[config.mk]
export PLATFORM = sky130hd
export DESIGN_NAME = e2fd_front
export DESIGN_NICKNAME = d
export VERILOG_FILES = /design/src/rtl/assert_macros.svh /design/src/rtl/e2fd_pkg.sv /design/src/rtl/e2fd_front.sv
export SDC_FILE = /design/constraint.sdc
export NUM_CORES = 1
export LEC_CHECK = 0
export BUFFER_PORTS_ARGS = -buffer_cell sky130_fd_sc_hd__buf_2
export CAP_MARGIN = 15
export CELL_PAD_IN_SITES_DETAIL_PLACEMENT = 0
export CELL_PAD_IN_SITES_GLOBAL_PLACEMENT = 2
export CORE_AREA = 2 2 213 215
export DETAILED_ROUTE_END_ITERATION = 16
export DIE_AREA = 0 0 215 217
export HOLD_SLACK_MARGIN = 0.06
export PLACE_DENSITY_LB_ADDON = 0.1
export RECOVER_POWER = 50
export SLEW_MARGIN = 20
export SYNTH_ARGS = -nofsm -noshare
export SYNTH_HDL_FRONTEND = slang
export SYNTH_SLANG_ARGS = --single-unit
[constraint.sdc]
create_clock -name clock -period 22.2 [get_ports clock]
set_input_delay 4.44 -clock clock [delete_from_list [all_inputs] [get_ports clock]]
set_output_delay 4.44 -clock clock [all_outputs]
set_load 0.05 [all_outputs]
[src/rtl/assert_macros.svh]
// assertion macros shared by the rtl files of the exp2 block
// expects a clock named clock and a synchronous reset named reset in scope
`ifndef ASSERT_MACROS_SVH
`define ASSERT_MACROS_SVH

// expression must hold at every edge outside reset
`define ASSERT_ALWAYS(label, expr) \
   label: assert property (@(posedge clock) disable iff (reset) (expr)) \
      else $error("assertion failed");

// consequent must hold in the cycle after the antecedent
`define ASSERT_NEXT(label, ante, cons) \
   label: assert property (@(posedge clock) disable iff (reset) (ante) |=> (cons)) \
      else $error("assertion failed");

`endif

[src/rtl/e2fd_pkg.sv]
// shared types, double constants and the 2^(j/64) table of the exp2 block
// no dependencies; the table is built at elaboration with exact integer math
`default_nettype none

package e2fd_pkg;

   // fixed results
   localparam logic [63:0] DBL_ONE      = 64'h3FF0000000000000;
   localparam logic [63:0] DBL_TINY_P0  = 64'h3FF0000008000000;
   localparam logic [63:0] DBL_TINY_P1  = 64'h3FF0000018000000;
   localparam logic [63:0] DBL_BIG      = 64'h47EFFFFFF8000000;
   localparam logic [63:0] DBL_INF      = 64'h7FF0000000000000;
   localparam logic [63:0] DBL_QNAN     = 64'h7FF8000000000000;
   localparam logic [63:0] DBL_TINY_N0  = 64'h3FEFFFFFF8000000;
   localparam logic [63:0] DBL_TINY_N1  = 64'h3FEFFFFFE8000000;
   localparam logic [63:0] DBL_HUGE_NEG = 64'h3680000000000000;
   localparam logic [63:0] DBL_ZERO     = 64'h0000000000000000;

   // input range bounds (float bit patterns)
   localparam logic [31:0] X_TINY_P_A = 32'h33b8aa3a;
   localparam logic [31:0] X_TINY_P_B = 32'h3438aa3a;
   localparam logic [31:0] X_BIG      = 32'h43000000;
   localparam logic [31:0] X_PINF     = 32'h7f800000;
   localparam logic [31:0] X_SIGN     = 32'h80000000;
   localparam logic [31:0] X_TINY_N_A = 32'hb338aa3b;
   localparam logic [31:0] X_TINY_N_B = 32'hb3b8aa3b;
   localparam logic [31:0] X_NEG_LIM  = 32'hc3160001;
   localparam logic [31:0] X_NINF     = 32'hff800000;

   // polynomial coefficients
   localparam logic [63:0] C1 = 64'h3FE62E42FEFA39EB;
   localparam logic [63:0] K1 = 64'h3FEFFFFFFFFFFFFF;
   localparam logic [63:0] C2 = 64'h3FAC6B08CB9FFA4C;
   localparam logic [63:0] K2 = 64'h3FCEBFBDFF941874;
   localparam logic [63:0] C3 = 64'h3F55F10DC8115CC9;
   localparam logic [63:0] K3 = 64'h3F83B29C23A3393C;

   // exceptional reduced argument and its replacement value
   localparam logic [63:0] R_EXC = 64'h3F805535A0000000;
   localparam logic [63:0] Y_EXC = 64'h3FF016B468000000;

   // one item between front and back
   typedef struct packed {
      logic               fixed;
      logic [63:0]        fixed_val;
      logic [63:0]        r;
      logic [5:0]         j;
      logic signed [8:0]  m;
   } item_type;

   typedef logic [63:0][63:0] tbl_type;

   // base raised to the 64th power by six squarings
   function automatic logic [3519:0] pow64(input logic [63:0] base);
      logic [3519:0] v;
      v = {3456'b0, base};
      for (int k = 0; k < 6; k++) begin
         v = v * v;
      end
      return v;
   endfunction

   // 2^(j/64) rounded to nearest double, by search on the mantissa
   function automatic tbl_type build_tbl();
      tbl_type        t;
      logic [63:0]    lo;
      logic [63:0]    hi;
      logic [63:0]    mid;
      logic [3519:0]  lim;
      for (int j = 0; j < 64; j++) begin
         lo  = 64'd1 << 52;
         hi  = 64'd1 << 53;
         lim = {3519'b0, 1'b1} << (3328 + j);
         while ((hi - lo) > 64'd1) begin
            mid = lo + ((hi - lo) >> 1);
            if (pow64(mid) < lim) begin
               lo = mid;
            end else begin
               hi = mid;
            end
         end
         lim = {3519'b0, 1'b1} << (3392 + j);
         if (pow64({lo[62:0], 1'b1}) < lim) begin
            lo = lo + 64'd1;
         end
         t[j] = {12'h3FF, lo[51:0]};
      end
      return t;
   endfunction

   localparam tbl_type EXP2_TBL = build_tbl();

endpackage

`default_nettype wire

[src/rtl/e2fd_front.sv]
// front part: accepts arguments, sorts out special ranges, reduces the rest
// depends on e2fd_pkg for constants and the item type
`default_nettype none

module e2fd_front (
   input  wire logic               clock,
   input  wire logic               reset,
   input  wire logic               req_valid,
   output logic                    req_ready,
   input  wire logic [31:0]        req_x_bits,
   output logic                    out_valid,
   input  wire logic               out_ready,
   output e2fd_pkg::item_type      out_item
);

   import e2fd_pkg::*;

   logic en;
   logic s1_valid_ff, s2_valid_ff, s3_valid_ff;

   // whole front stalls only when its last item cannot enter the queue
   assign en        = !s3_valid_ff || out_ready;
   assign req_ready = en;

   always_ff @(posedge clock) begin
      if (reset) begin
         s1_valid_ff <= 1'b0;
         s2_valid_ff <= 1'b0;
         s3_valid_ff <= 1'b0;
      end else if (en) begin
         s1_valid_ff <= req_valid;
         s2_valid_ff <= s1_valid_ff;
         s3_valid_ff <= s2_valid_ff;
      end
   end

   // stage 1: classify and place x*64 on a fixed point grid of 2^-41
   logic        fix_in;
   logic [63:0] fval_in;
   logic [4:0]  sh_in;
   logic [54:0] x_in;
   logic        s1_fix_ff, s1_sgn_ff;
   logic [63:0] s1_fval_ff;
   logic [54:0] s1_x_ff;

   always_comb begin
      fix_in  = 1'b1;
      fval_in = DBL_ZERO;
      if (req_x_bits[30:0] == 31'd0) begin
         fval_in = DBL_ONE;
      end else if (req_x_bits <= X_TINY_P_B) begin
         fval_in = (req_x_bits <= X_TINY_P_A) ? DBL_TINY_P0 : DBL_TINY_P1;
      end else if (req_x_bits >= X_BIG && req_x_bits <= X_TINY_N_B) begin
         if (req_x_bits < X_SIGN) begin
            if (req_x_bits < X_PINF) begin
               fval_in = DBL_BIG;
            end else if (req_x_bits == X_PINF) begin
               fval_in = DBL_INF;
            end else begin
               fval_in = DBL_QNAN;
            end
         end else begin
            fval_in = (req_x_bits <= X_TINY_N_A) ? DBL_TINY_N0 : DBL_TINY_N1;
         end
      end else if (req_x_bits >= X_NEG_LIM) begin
         if (req_x_bits == X_NINF) begin
            fval_in = DBL_ZERO;
         end else if (req_x_bits < X_NINF) begin
            fval_in = DBL_HUGE_NEG;
         end else begin
            fval_in = DBL_QNAN;
         end
      end else begin
         fix_in = 1'b0;
      end
      sh_in = 5'(req_x_bits[30:23] - 8'd103);
      x_in  = {31'b0, 1'b1, req_x_bits[22:0]} << sh_in;
   end

   always_ff @(posedge clock) begin
      if (en) begin
         s1_fix_ff  <= fix_in;
         s1_fval_ff <= fval_in;
         s1_sgn_ff  <= req_x_bits[31];
         s1_x_ff    <= x_in;
      end
   end

   // stage 2: truncated index n, its split into j and m, leading bit of the fraction
   logic [14:0] n_in;
   logic [5:0]  p_in;
   logic        s2_fix_ff, s2_sgn_ff;
   logic [63:0] s2_fval_ff;
   logic [40:0] s2_f_ff;
   logic [5:0]  s2_p_ff;
   logic [5:0]  s2_j_ff;
   logic [8:0]  s2_m_ff;

   always_comb begin
      n_in = s1_sgn_ff ? (15'd0 - {1'b0, s1_x_ff[54:41]}) : {1'b0, s1_x_ff[54:41]};
      p_in = 6'd0;
      for (int i = 0; i < 41; i++) begin
         if (s1_x_ff[i]) begin
            p_in = 6'(i);
         end
      end
   end

   always_ff @(posedge clock) begin
      if (en) begin
         s2_fix_ff  <= s1_fix_ff;
         s2_fval_ff <= s1_fval_ff;
         s2_sgn_ff  <= s1_sgn_ff;
         s2_f_ff    <= s1_x_ff[40:0];
         s2_p_ff    <= p_in;
         s2_j_ff    <= n_in[5:0];
         s2_m_ff    <= n_in[14:6];
      end
   end

   // stage 3: reduced argument as a double (exact)
   logic [92:0] al_in;
   logic [63:0] r_in;
   item_type    s3_item_ff;

   always_comb begin
      al_in = {s2_f_ff, 52'b0} >> s2_p_ff;
      if (s2_f_ff == 41'd0) begin
         r_in = 64'd0;
      end else begin
         r_in = {s2_sgn_ff, 11'd976 + {5'b0, s2_p_ff}, al_in[51:0]};
      end
   end

   always_ff @(posedge clock) begin
      if (en) begin
         s3_item_ff.fixed     <= s2_fix_ff;
         s3_item_ff.fixed_val <= s2_fval_ff;
         s3_item_ff.r         <= r_in;
         s3_item_ff.j         <= s2_j_ff;
         s3_item_ff.m         <= s2_m_ff;
      end
   end

   assign out_valid = s3_valid_ff;
   assign out_item  = s3_item_ff;

endmodule

`default_nettype wire

* After elaboration in Yosys (flattened, before gate mapping)
Cells that the tools add are included.
Storage, ports and cells: output and inout bits 146, input bits 36, flip-flop bits (word level) 396
Operators by class: equal/unequal tests 2, $add $sub $neg 3, reductions and logical operators 7, shift-type cells 2, $lt $le $gt $ge 9, mux-type cells 51
Operators by type and width (count):
- 64-bit two-way mux | 3
- 63-bit two-way mux | 3
- 6-bit two-way mux | 30
- 93-bit by 6-bit right shift with 52-bit output | 1
- 32-bit by 30-bit <= comparator with 1-bit output (second input constant) | 2
- 32-bit <= comparator (second input constant) | 2
- 32-bit less-than comparator (second input constant) | 2
- 62-bit two-way mux | 1
- 29-bit two-way mux | 2
- 24-bit by 5-bit left shift with 55-bit output | 1
- 52-bit two-way mux | 1
- 41-bit logical NOT | 1
- 32-bit by 31-bit equality test with 1-bit output (second input constant) | 1
- 32-bit equality test (second input constant) | 1
- 32-bit by 31-bit greater-or-equal comparator with 1-bit output (second input constant) | 1
- 32-bit greater-or-equal comparator (second input constant) | 1
- 32-bit by 31-bit less-than comparator with 1-bit output (second input constant) | 1
- 4-bit two-way mux | 8
- 31-bit logical NOT | 1
- 1-bit by 14-bit subtractor with 15-bit output (first input constant) | 1
- 14-bit two-way mux | 1
- 10-bit by 6-bit adder with 11-bit output (first input constant) | 1
- 9-bit OR reduction | 1
- 5-bit by 3-bit subtractor with 5-bit output (second input constant) | 1
- 5 further kinds | 6

* Depth between registers and ports, before layout
Gate-level depths: netlist of the first run.
word-level depth 39, gate-level depth with buffers 13, depth with buffers taken out 9

* Least setup slack after synthesis of the first run
Ideal clock, no wire load.
path type input to output, start point input out_ready, end point output req_ready, path slack 7.425 ns, cell stages on the path 1, data required time 17.760 ns, path buffers 0, arrival time 10.335 ns, cell sequence nand2b_1
Between the ends: cells in the longest elaborated chain, start to end 1
Ends and longest elaborated chain:
- start, declared | line e2fd_front.sv:12 | input wire logic out_ready,
- 1-bit logical OR | line e2fd_front.sv:22 | assign en = !s3_valid_ff || out_ready;
- end, declared | line e2fd_front.sv:9 | output logic req_ready,
Every way passes these cells.

* Worst setup path in the final report of the first run
Ends and elaborated chain as after synthesis.

==> impl_metrics.env, run 1 <==
export IMPL_path_class="in2out"
export IMPL_rsz0062_at_grt="false"
export IMPL_worst_pin_slew_ns=3.139
export IMPL_min_from="s1_fval_ff[27]"
export IMPL_fin_worst_skew_ns=0.01219
export IMPL_ys_flop_type="edfxtp_1"
export IMPL_rows=78
export IMPL_min_to="s2_fval_ff[27]"
export IMPL_grt_max_degree=83
export IMPL_yosysWarnings=0
export IMPL_whs_path_depth=0
export IMPL_htree_num_levels=1
export IMPL_end_kind="output port"
export IMPL_synth_seq_cells=231
export IMPL_grt_usage=0.1548
export IMPL_place_inst=1818
export IMPL_violations="max-capacitance violations, max-slew violations"
export IMPL_synth_edf_count=228
export IMPL_area_delta_synth_final_pct=13.54
export IMPL_cp_arrival_ns=6.88
export IMPL_dpl_hpwl_um=27330
export IMPL_diodes=0
export IMPL_drc=0
export IMPL_timing_critical_path_slowest_cell_delay_ns=1.77
export IMPL_die_area_um2=46660
export IMPL_fin_crit_sh=0.5098
export IMPL_synth_seq_area_share=0.5236
export IMPL_p_per_area_nw_per_um2=122.4
export IMPL_critPathRequiredTime_ns=17.76
export IMPL_initial_utilization=0.2951
export IMPL_cts_tree="done"
export IMPL_detail_route_antenna_nets=0
export IMPL_vias_per_cell=4.905
export IMPL_async_reset_ff_frac=0
export IMPL_cts_clk_slew_worst_paths_ns=0.06
export IMPL_place_gp_congestion=0.7901
export IMPL_r2r_end="out_item[24]"
export IMPL_drtIter0Drc=622
export IMPL_fmax_mhz=88.35
export IMPL_cpMostUsedCell="buf_2"
export IMPL_wl_per_cell_um=19.71
export IMPL_setup_viol=0
export IMPL_reg2reg_slack_ns=16.05
export IMPL_grt_overflow=0
export IMPL_path_cells="buf_2 -> nand2b_1 -> buf_2"
export IMPL_setup_tns_ns=0
export IMPL_firstDrtPassIters=4
export IMPL_period_needed_ns=11.32
export IMPL_ctsResizeCount=0
export IMPL_path_max_fanout=54
export IMPL_fin_cells=1868
export IMPL_drt_total_wl_um=36820
export IMPL_cap_violations=3
export IMPL_p_leak_nw=5.680
export IMPL_coreArea_um2=44700
export IMPL_grt_pass1_wl_um=56290
export IMPL_numClockSinks=231
export IMPL_maxSlewHeadroom=-1.093
export IMPL_root_buffer="clkbuf_16"
export IMPL_die_y_um=217
export IMPL_first_global_vias=8892
export IMPL_clockBufferDepth=3
export IMPL_vias=9162
export IMPL_crit_slowest_cell="nand2b_1"
export IMPL_status="finished with violations"
export IMPL_fin_util=0.3351
export IMPL_synth_cell_type_count=78
export IMPL_drv_slew=156
export IMPL_clkLatencyLatePin_ns=0.55
export IMPL_postCtsHoldBufs=0
export IMPL_syn_inst=1143
export IMPL_cts_buffers=27
export IMPL_antenna_found_initial=0
export IMPL_drive_above_1_share=0.1743
export IMPL_top_level_ports=182
export IMPL_die_w_um=215
export IMPL_synth_area_per_cell_um2=11.54
export IMPL_synth_area_um2=13190
export IMPL_cts_setup_buffers=0
export IMPL_critPathLaunch="out_ready"
export IMPL_pre_cts_slack_ns=12.22
export IMPL_setup_ws_ns=10.88
export IMPL_ir_drop_mv=0.05938
export IMPL_fin_nets=1288
export IMPL_port_buffers=153
export IMPL_worstReg2RegStart="out_valid"
export IMPL_reg2reg_depth=4
export IMPL_start_kind="input port"
export IMPL_hold_violations=0
export IMPL_hp_class="reg2reg"
kinds of logic after synthesis:
kind of cell	after synthesis	share of synthesized area
AOI/OAI and AO/OA	202	0.09741
xor gates and xnor gates	18	0.01252
adders and majority gates	5	0.004742
buffers and inverters	140	0.05890
DFF	231	0.5236
muxes	147	0.1613
other	1	0.0002843
and+or+nand+nor	399	0.1412
cell usage after synthesis, drive strengths merged, types with 3 or more instances:
library cell / count / share of area
a211oi: 6 / 0.0038
a21oi: 46 / 0.018
a221oi: 3 / 0.0025
a22o: 3 / 0.0020
a31oi: 9 / 0.0043
and2: 3 / 0.0015
and3: 13 / 0.0063
buf: 78 / 0.041
clkbuf: 42 / 0.012
dfxtp: 3 / 0.0046
edfxtp: 228 / 0.52
ha: 5 / 0.0047
inv: 19 / 0.0054
mux2: 33 / 0.028
mux2i: 66 / 0.050
mux4: 48 / 0.083
nand2: 131 / 0.037
nand2b: 6 / 0.0030
nand3: 22 / 0.0087
nand4: 11 / 0.0052
nor2: 134 / 0.038
nor2b: 16 / 0.0076
nor3: 16 / 0.0073
nor4: 27 / 0.013
o211ai: 4 / 0.0027
o21a: 3 / 0.0017
o21ai: 61 / 0.023
o21bai: 3 / 0.0026
o221ai: 5 / 0.0033
o22ai: 31 / 0.015
o2bb2ai: 5 / 0.0033
o31ai: 7 / 0.0044
o41ai: 4 / 0.0027
or2: 4 / 0.0019
or3: 3 / 0.0014
or4: 4 / 0.0023
xnor2: 15 / 0.011
xor2: 3 / 0.0020
worst max path at each step:
stage                     slack, ns  cells past startpoint        end
after CTS                     12.22                      3  req_ready
after detailed placement      12.22                      3  req_ready
after floorplan                7.43                      1  req_ready
after global placement        12.24                      3  req_ready
final                         10.88                      3  req_ready
after global routing          10.54                      3  req_ready
sequential cells by signal (all words and copies together), names as in the netlist, 6 cells and up:
name	count
s2_j_ff	6
out_item	87
s2_fval_ff	10
s2_f_ff	41
s2_p_ff	6
s1_x_ff	55
s1_fval_ff	10
s2_m_ff	9
layer usage:
| metal | wire length [um] | track usage |
|---|---|---|
| met1 | 18990 | 0.2357 |
| met2 | 16010 | 0.2352 |
| met3 | 1331 | 0.02138 |
| met4 | 491 | 0.02989 |
| met5 | 0 | 0 |
through the flow:
stage,total power [mW],cell area (um2),hold WS (ns)
after detailed placement,1.447,14260,0.4045
after global placement,1.448,14260,0.4033
final,1.834,14980,0.4127
after CTS,1.870,15080,0.4089
after global routing,1.941,14980,0.4179
after floorplan,1.257,13290,0.4003
cells in the final DEF (no fill, tap or decap), types with 5 or more instances in the layout:
cell type,synthesis,routed
nor2b_1,16,16
o21ai_1,27,16
o2bb2ai_1,5,5
a31oi_1,9,9
mux4_2,44,44
clkbuf_16,0,27
a211oi_1,5,5
o31ai_1,6,6
o22ai_1,31,31
clkbuf_1,42,90
nor3_1,14,14
xnor2_1,14,13
inv_1,18,18
o221ai_1,5,5
a21oi_1,45,45
mux2_1,0,9
o21ai_0,34,45
mux2_2,33,24
edfxtp_1,228,228
buf_4,60,12
and3_1,12,12
mux2i_1,66,66
nand4_1,11,11
nand2b_1,5,5
ha_1,5,5
nand2_1,131,131
nor2_1,134,134
buf_2,15,79
nor4_1,26,26
conb_1,1,28
nand3_1,21,21
critical path: cells and delay by family:
family / cells / cell delay (ns)
AND/OR/NAND/NOR: 1 / 1.77
buffers and inverters: 2 / 0.60
power breakdown:
| part | switching [mW] | internal (mW) |
|---|---|---|
| logic | 0.520 | 0.231 |
| clock network | 0.175 | 0.239 |
| registers | 0.0620 | 0.607 |
area by class of cell:
cell class | count | area (um2)
Multi-Input combinational cell | 799 | 5650
Sequential cell | 231 | 6907
Clock buffer | 40 | 724.4
Timing Repair Buffer | 168 | 774.5
Tap cell | 600 | 750.7
Fill cell | 4612 | 29720
Clock inverter | 10 | 95.09
Inverter | 20 | 75.07
(Power assumes the default switching activity.)
==> run 2, diff against run 1 <==
Clock period 22.2 ns to 10.6 ns, I/O delays scaled along.
==> impl_metrics.env, run 2 (synthesis results as in run 1) <==
export IMPL_rsz0062_at_grt="false"
export IMPL_drv_slew=139
export IMPL_initial_utilization=0.2951
export IMPL_clockBufferDepth=3
export IMPL_diodes=0
export IMPL_min_to="out_item[8]"
export IMPL_top_level_ports=182
export IMPL_rows=78
export IMPL_largest_reg_flops=87
export IMPL_p_leak_nw=5.703
export IMPL_grt_pass1_wl_um=58420
export IMPL_htree_num_levels=1
export IMPL_violations="max-capacitance violations, max-slew violations"
export IMPL_status="finished with violations"
export IMPL_area_delta_synth_final_pct=13.54
export IMPL_hold_ws_ns=0.4095
export IMPL_critPathRequiredTime_ns=8.48
export IMPL_timing_critical_path_slowest_cell_delay_ns=1.49
export IMPL_postCtsHoldBufs=0
export IMPL_path_max_fanout=37
export IMPL_reg2reg_slack_ns=5.77
export IMPL_path_cells="buf_2 -> nand2b_1 -> buf_2"
export IMPL_setup_tns_ns=0
export IMPL_setup_viol=0
export IMPL_port_buffers=153
export IMPL_hold_violations=0
export IMPL_detail_route_antenna_nets=0
export IMPL_final_cell_area_um2=14980
export IMPL_grt_max_degree=75
export IMPL_drc=0
export IMPL_die_w_um=215
export IMPL_fin_nets=1289
export IMPL_final_cell_mix="edfxtp_1 (228), nor2_1 (134), nand2_1 (131), buf_2 (89), clkbuf_1 (72)"
export IMPL_cts_buffers=27
export IMPL_grt_overflow=0
export IMPL_vias_per_cell=4.973
export IMPL_end_kind="output port"
export IMPL_drt_total_wl_um=38130
export IMPL_ctsResizeCount=0
export IMPL_drive_above_1_share=0.1872
export IMPL_cp_arrival_ns=4.21
export IMPL_die_y_um=217
export IMPL_grt_usage=0.1607
export IMPL_r2r_end="out_item[56]"
export IMPL_cap_violations=3
export IMPL_vias=9279
export IMPL_clkLatencyLatePin_ns=0.55
export IMPL_cts_tree="done"
export IMPL_maxSlewHeadroom=-1.075
export IMPL_drtIter0Drc=673
export IMPL_whs_path_depth=0
export IMPL_cts_setup_buffers=0
export IMPL_first_global_vias=8975
export IMPL_ir_drop_mv=0.1157
export IMPL_coreArea_um2=44700
export IMPL_fin_worst_skew_ns=0.01082
export IMPL_p_per_area_nw_per_um2=256.7
export IMPL_antenna_found_initial=1
export IMPL_wl_per_cell_um=20.43
export IMPL_reg2reg_depth=7
export IMPL_dpl_hpwl_um=28290
export IMPL_numClockSinks=231
export IMPL_worstReg2RegStart="s2_p_ff[1]"
export IMPL_crit_slowest_cell="nand2b_1"
export IMPL_root_buffer="clkbuf_16"
export IMPL_fin_util=0.3351
export IMPL_min_from="s2_m_ff[8]"
export IMPL_start_kind="input port"
export IMPL_placed_cell_area_um2=14270
export IMPL_cts_clk_slew_worst_paths_ns=0.06
export IMPL_worst_pin_slew_ns=3.113
export IMPL_place_gp_congestion=0.8008
export IMPL_hp_class="reg2reg"
export IMPL_fmax_mhz=158.0
export IMPL_final_common_cell="edfxtp_1"
export IMPL_firstDrtPassIters=5
export IMPL_fin_crit_sh=0.5972
export IMPL_die_area_um2=46660
export IMPL_cpMostUsedCell="buf_2"
export IMPL_period_needed_ns=6.330
export IMPL_path_class="in2out"
-- run 2: worst max-delay path: cells and delay by family --
kind	cells	cell delay, ns
buffers and inverters	2	0.57
and+or+nand+nor	1	1.49
-- run 2: worst max path at each step --
stage	from	endpoint	slack, ns	cells past startpoint
finish	out_ready	req_ready	4.27	3
detailed placement	req_x_bits[23]	s1_x_ff[29]	4.90	9
CTS	out_ready	req_ready	5.38	3
floorplan	out_ready	req_ready	0.47	1
global placement	req_x_bits[23]	s1_x_ff[16]	4.60	8
global route	out_ready	req_ready	4.10	3
-- run 2: layer usage --
layer / vias up / share of wire / track usage
met5: - / 0 / 0
met4: 0 / 0.012 / 0.02920
met3: 31 / 0.042 / 0.02096
met2: 230 / 0.44 / 0.2450
met1: 4556 / 0.51 / 0.2454
li1: 4462 / - / -
-- run 2: through the flow --
stage | total power, mW | cells | setup WS, ns
floorplan | 2.632 | 1170 | 0.4652
global placement | 3.041 | 1819 | 4.604
detailed placement | 3.036 | 1819 | 4.896
CTS | 3.918 | 1866 | 5.376
global route | 4.072 | 1866 | 4.104
finish | 3.844 | 1866 | 4.270
-- run 2: power by group --
group          total (mW)  internal [mW]  switching [mW]  leakage, nW
Clock               0.863          0.491           0.372        0.388
Combinational        1.58          0.489            1.09         2.76
Sequential           1.40           1.27           0.132         2.55
-- run 2: layout make-up --
| class | count | area, um2 |
|---|---|---|
| inverter | 20 | 75.07 |
| timing repair buffer | 169 | 794.5 |
| fill | 4619 | 29720 |
| tap | 600 | 750.7 |
| multi-input combinational | 799 | 5642 |
| clock buffer | 32 | 694.4 |
| sequential | 231 | 6907 |
| clock inverter | 15 | 113.9 |
==> run 3, diff against run 2 <==
Clock period 10.6 ns to 5.2 ns, I/O delays scaled along.
==> impl_metrics.env, run 3 (synthesis results as in run 1) <==
export IMPL_place_inst=1823
export IMPL_vias=9287
export IMPL_power_mw=8.050
export IMPL_drive_above_1_share=0.1749
export IMPL_p_per_area_nw_per_um2=533.5
export IMPL_root_buffer="clkbuf_16"
export IMPL_rsz0062_at_grt="false"
export IMPL_final_common_cell="edfxtp_1"
export IMPL_drc=0
export IMPL_initial_utilization=0.2951
export IMPL_cts_tree="done"
export IMPL_place_gp_congestion=0.7784
export IMPL_status="finished with violations"
export IMPL_end_kind="register"
export IMPL_seqPwrFrac=0.361
export IMPL_ir_drop_mv=0.2239
export IMPL_area_delta_synth_final_pct=14.38
export IMPL_cts_clk_slew_worst_paths_ns=0.06
export IMPL_grt_overflow=0
export IMPL_sw_frac_of_total=0.4132
export IMPL_pwr_share_clk=0.244
export IMPL_htree_num_levels=1
export IMPL_grt_pass1_wl_um=59130
export IMPL_setup_ws_ns=1.185
export IMPL_fin_worst_skew_ns=0.01104
export IMPL_grt_max_degree=136
export IMPL_firstDrtPassIters=5
export IMPL_numClockSinks=231
export IMPL_period_needed_ns=4.015
export IMPL_nFillCells=4640
export IMPL_largest_reg_flops=87
export IMPL_port_buffers=153
export IMPL_diodes=0
export IMPL_maxSlewHeadroom=-1.028
export IMPL_power_internal_mw=4.724
export IMPL_setup_tns_ns=0
export IMPL_vias_per_cell=4.953
export IMPL_fin_crit_sh=0.7722
export IMPL_drtIter0Drc=651
export IMPL_combPwrFrac=0.395
export IMPL_clockBufferDepth=3
export IMPL_die_area_um2=46660
export IMPL_p_leak_nw=5.704
export IMPL_violations="max-capacitance violations, max-slew violations"
export IMPL_dpl_hpwl_um=28640
export IMPL_wl_per_cell_um=20.68
export IMPL_pre_cts_slack_ns=0.9896
export IMPL_worst_pin_slew_ns=3.042
export IMPL_top_level_ports=182
export IMPL_coreArea_um2=44700
export IMPL_first_global_vias=9062
export IMPL_cts_buffers=28
export IMPL_fin_nets=1294
export IMPL_die_w_um=215
export IMPL_clkLatencyLatePin_ns=0.56
export IMPL_hp_class="reg2reg"
export IMPL_cap_violations=2
export IMPL_rows=78
export IMPL_setup_viol=0
export IMPL_postCtsHoldBufs=0
export IMPL_detail_route_antenna_nets=0
export IMPL_die_y_um=217
export IMPL_antenna_found_initial=0
export IMPL_cts_setup_buffers=0
export IMPL_drt_total_wl_um=38770
export IMPL_p_sw_mw=3.327
export IMPL_path_class="in2reg"
export IMPL_critPathRequiredTime_ns=5.30
export IMPL_final_cell_mix="edfxtp_1 (228), nor2_1 (134), nand2_1 (131), clkbuf_1 (102), mux2i_1 (66)"
export IMPL_ctsResizeCount=0
export IMPL_hold_violations=0
export IMPL_path_max_fanout=135
export IMPL_cp_arrival_ns=4.12
export IMPL_fmax_mhz=249.0
export IMPL_grt_usage=0.1644
export IMPL_start_kind="input port"
export IMPL_drv_slew=189
export IMPL_fin_cells=1875
-- run 3: cell types whose count changed in the layout (fill, tap and decap cells not counted), sizes merged --
cell and delta:
buf -27, bufinv +2, clkbuf +31, clkinv +3
-- run 3: critical path: stages --
cell and delay, ns:
buf_2 0.07, nand2b_4 0.59, buf_2 2.15
-- run 3: per-layer routing --
layer  global-route usage  vias up  part of all wire
met5                    0        -                 0
met4              0.04667        0             0.024
met3              0.02236       47             0.038
met2               0.2443      222              0.43
met1               0.2491     4539              0.50
li1                     -     4479                 -
-- run 3: final timing paths --
path / from / end / slack, ns / depth (start not counted)
worst min-delay path: s2_fval_ff[50] / out_item[129] / 0.42 / 0
worst min register to register: s2_fval_ff[50] / out_item[129] / 0.42 / 0
worst max-delay path: out_ready / out_item[70] / 1.18 / 3
worst max register to register: out_valid / out_item[70] / 1.45 / 2
-- run 3: power by group through the flow --
stage               sequential, mW  combinational, mW  clock (mW)
floorplan                     3.56               1.80           0
global placement              2.93               3.28           0
detailed placement            2.94               3.26           0
CTS                           2.90               3.27        2.03
global route                  2.96               3.45        2.10
finish                        2.91               3.18        1.97
-- run 3: final cells by class --
cell class                 count  area [um2]  area share
clock buffer                  32       715.7     0.04743
clock inverter                20       207.7     0.01377
inverter                      20       75.07    0.004976
multi-input combinational    799        5647      0.3742
sequential                   231        6907      0.4577
tap                          600       750.7     0.04976
timing repair buffer         173       785.8     0.05208
-- run 3: per-stage QoR --
stage               area [um2]  hold slack (ns)  utilization
floorplan                13300           0.4003            -
global placement         14310           0.4017       0.3201
detailed placement       14310           0.4045       0.3201
CTS                      15230           0.4190       0.3408
global route             15090           0.4266       0.3376
finish                   15090           0.4191       0.3376
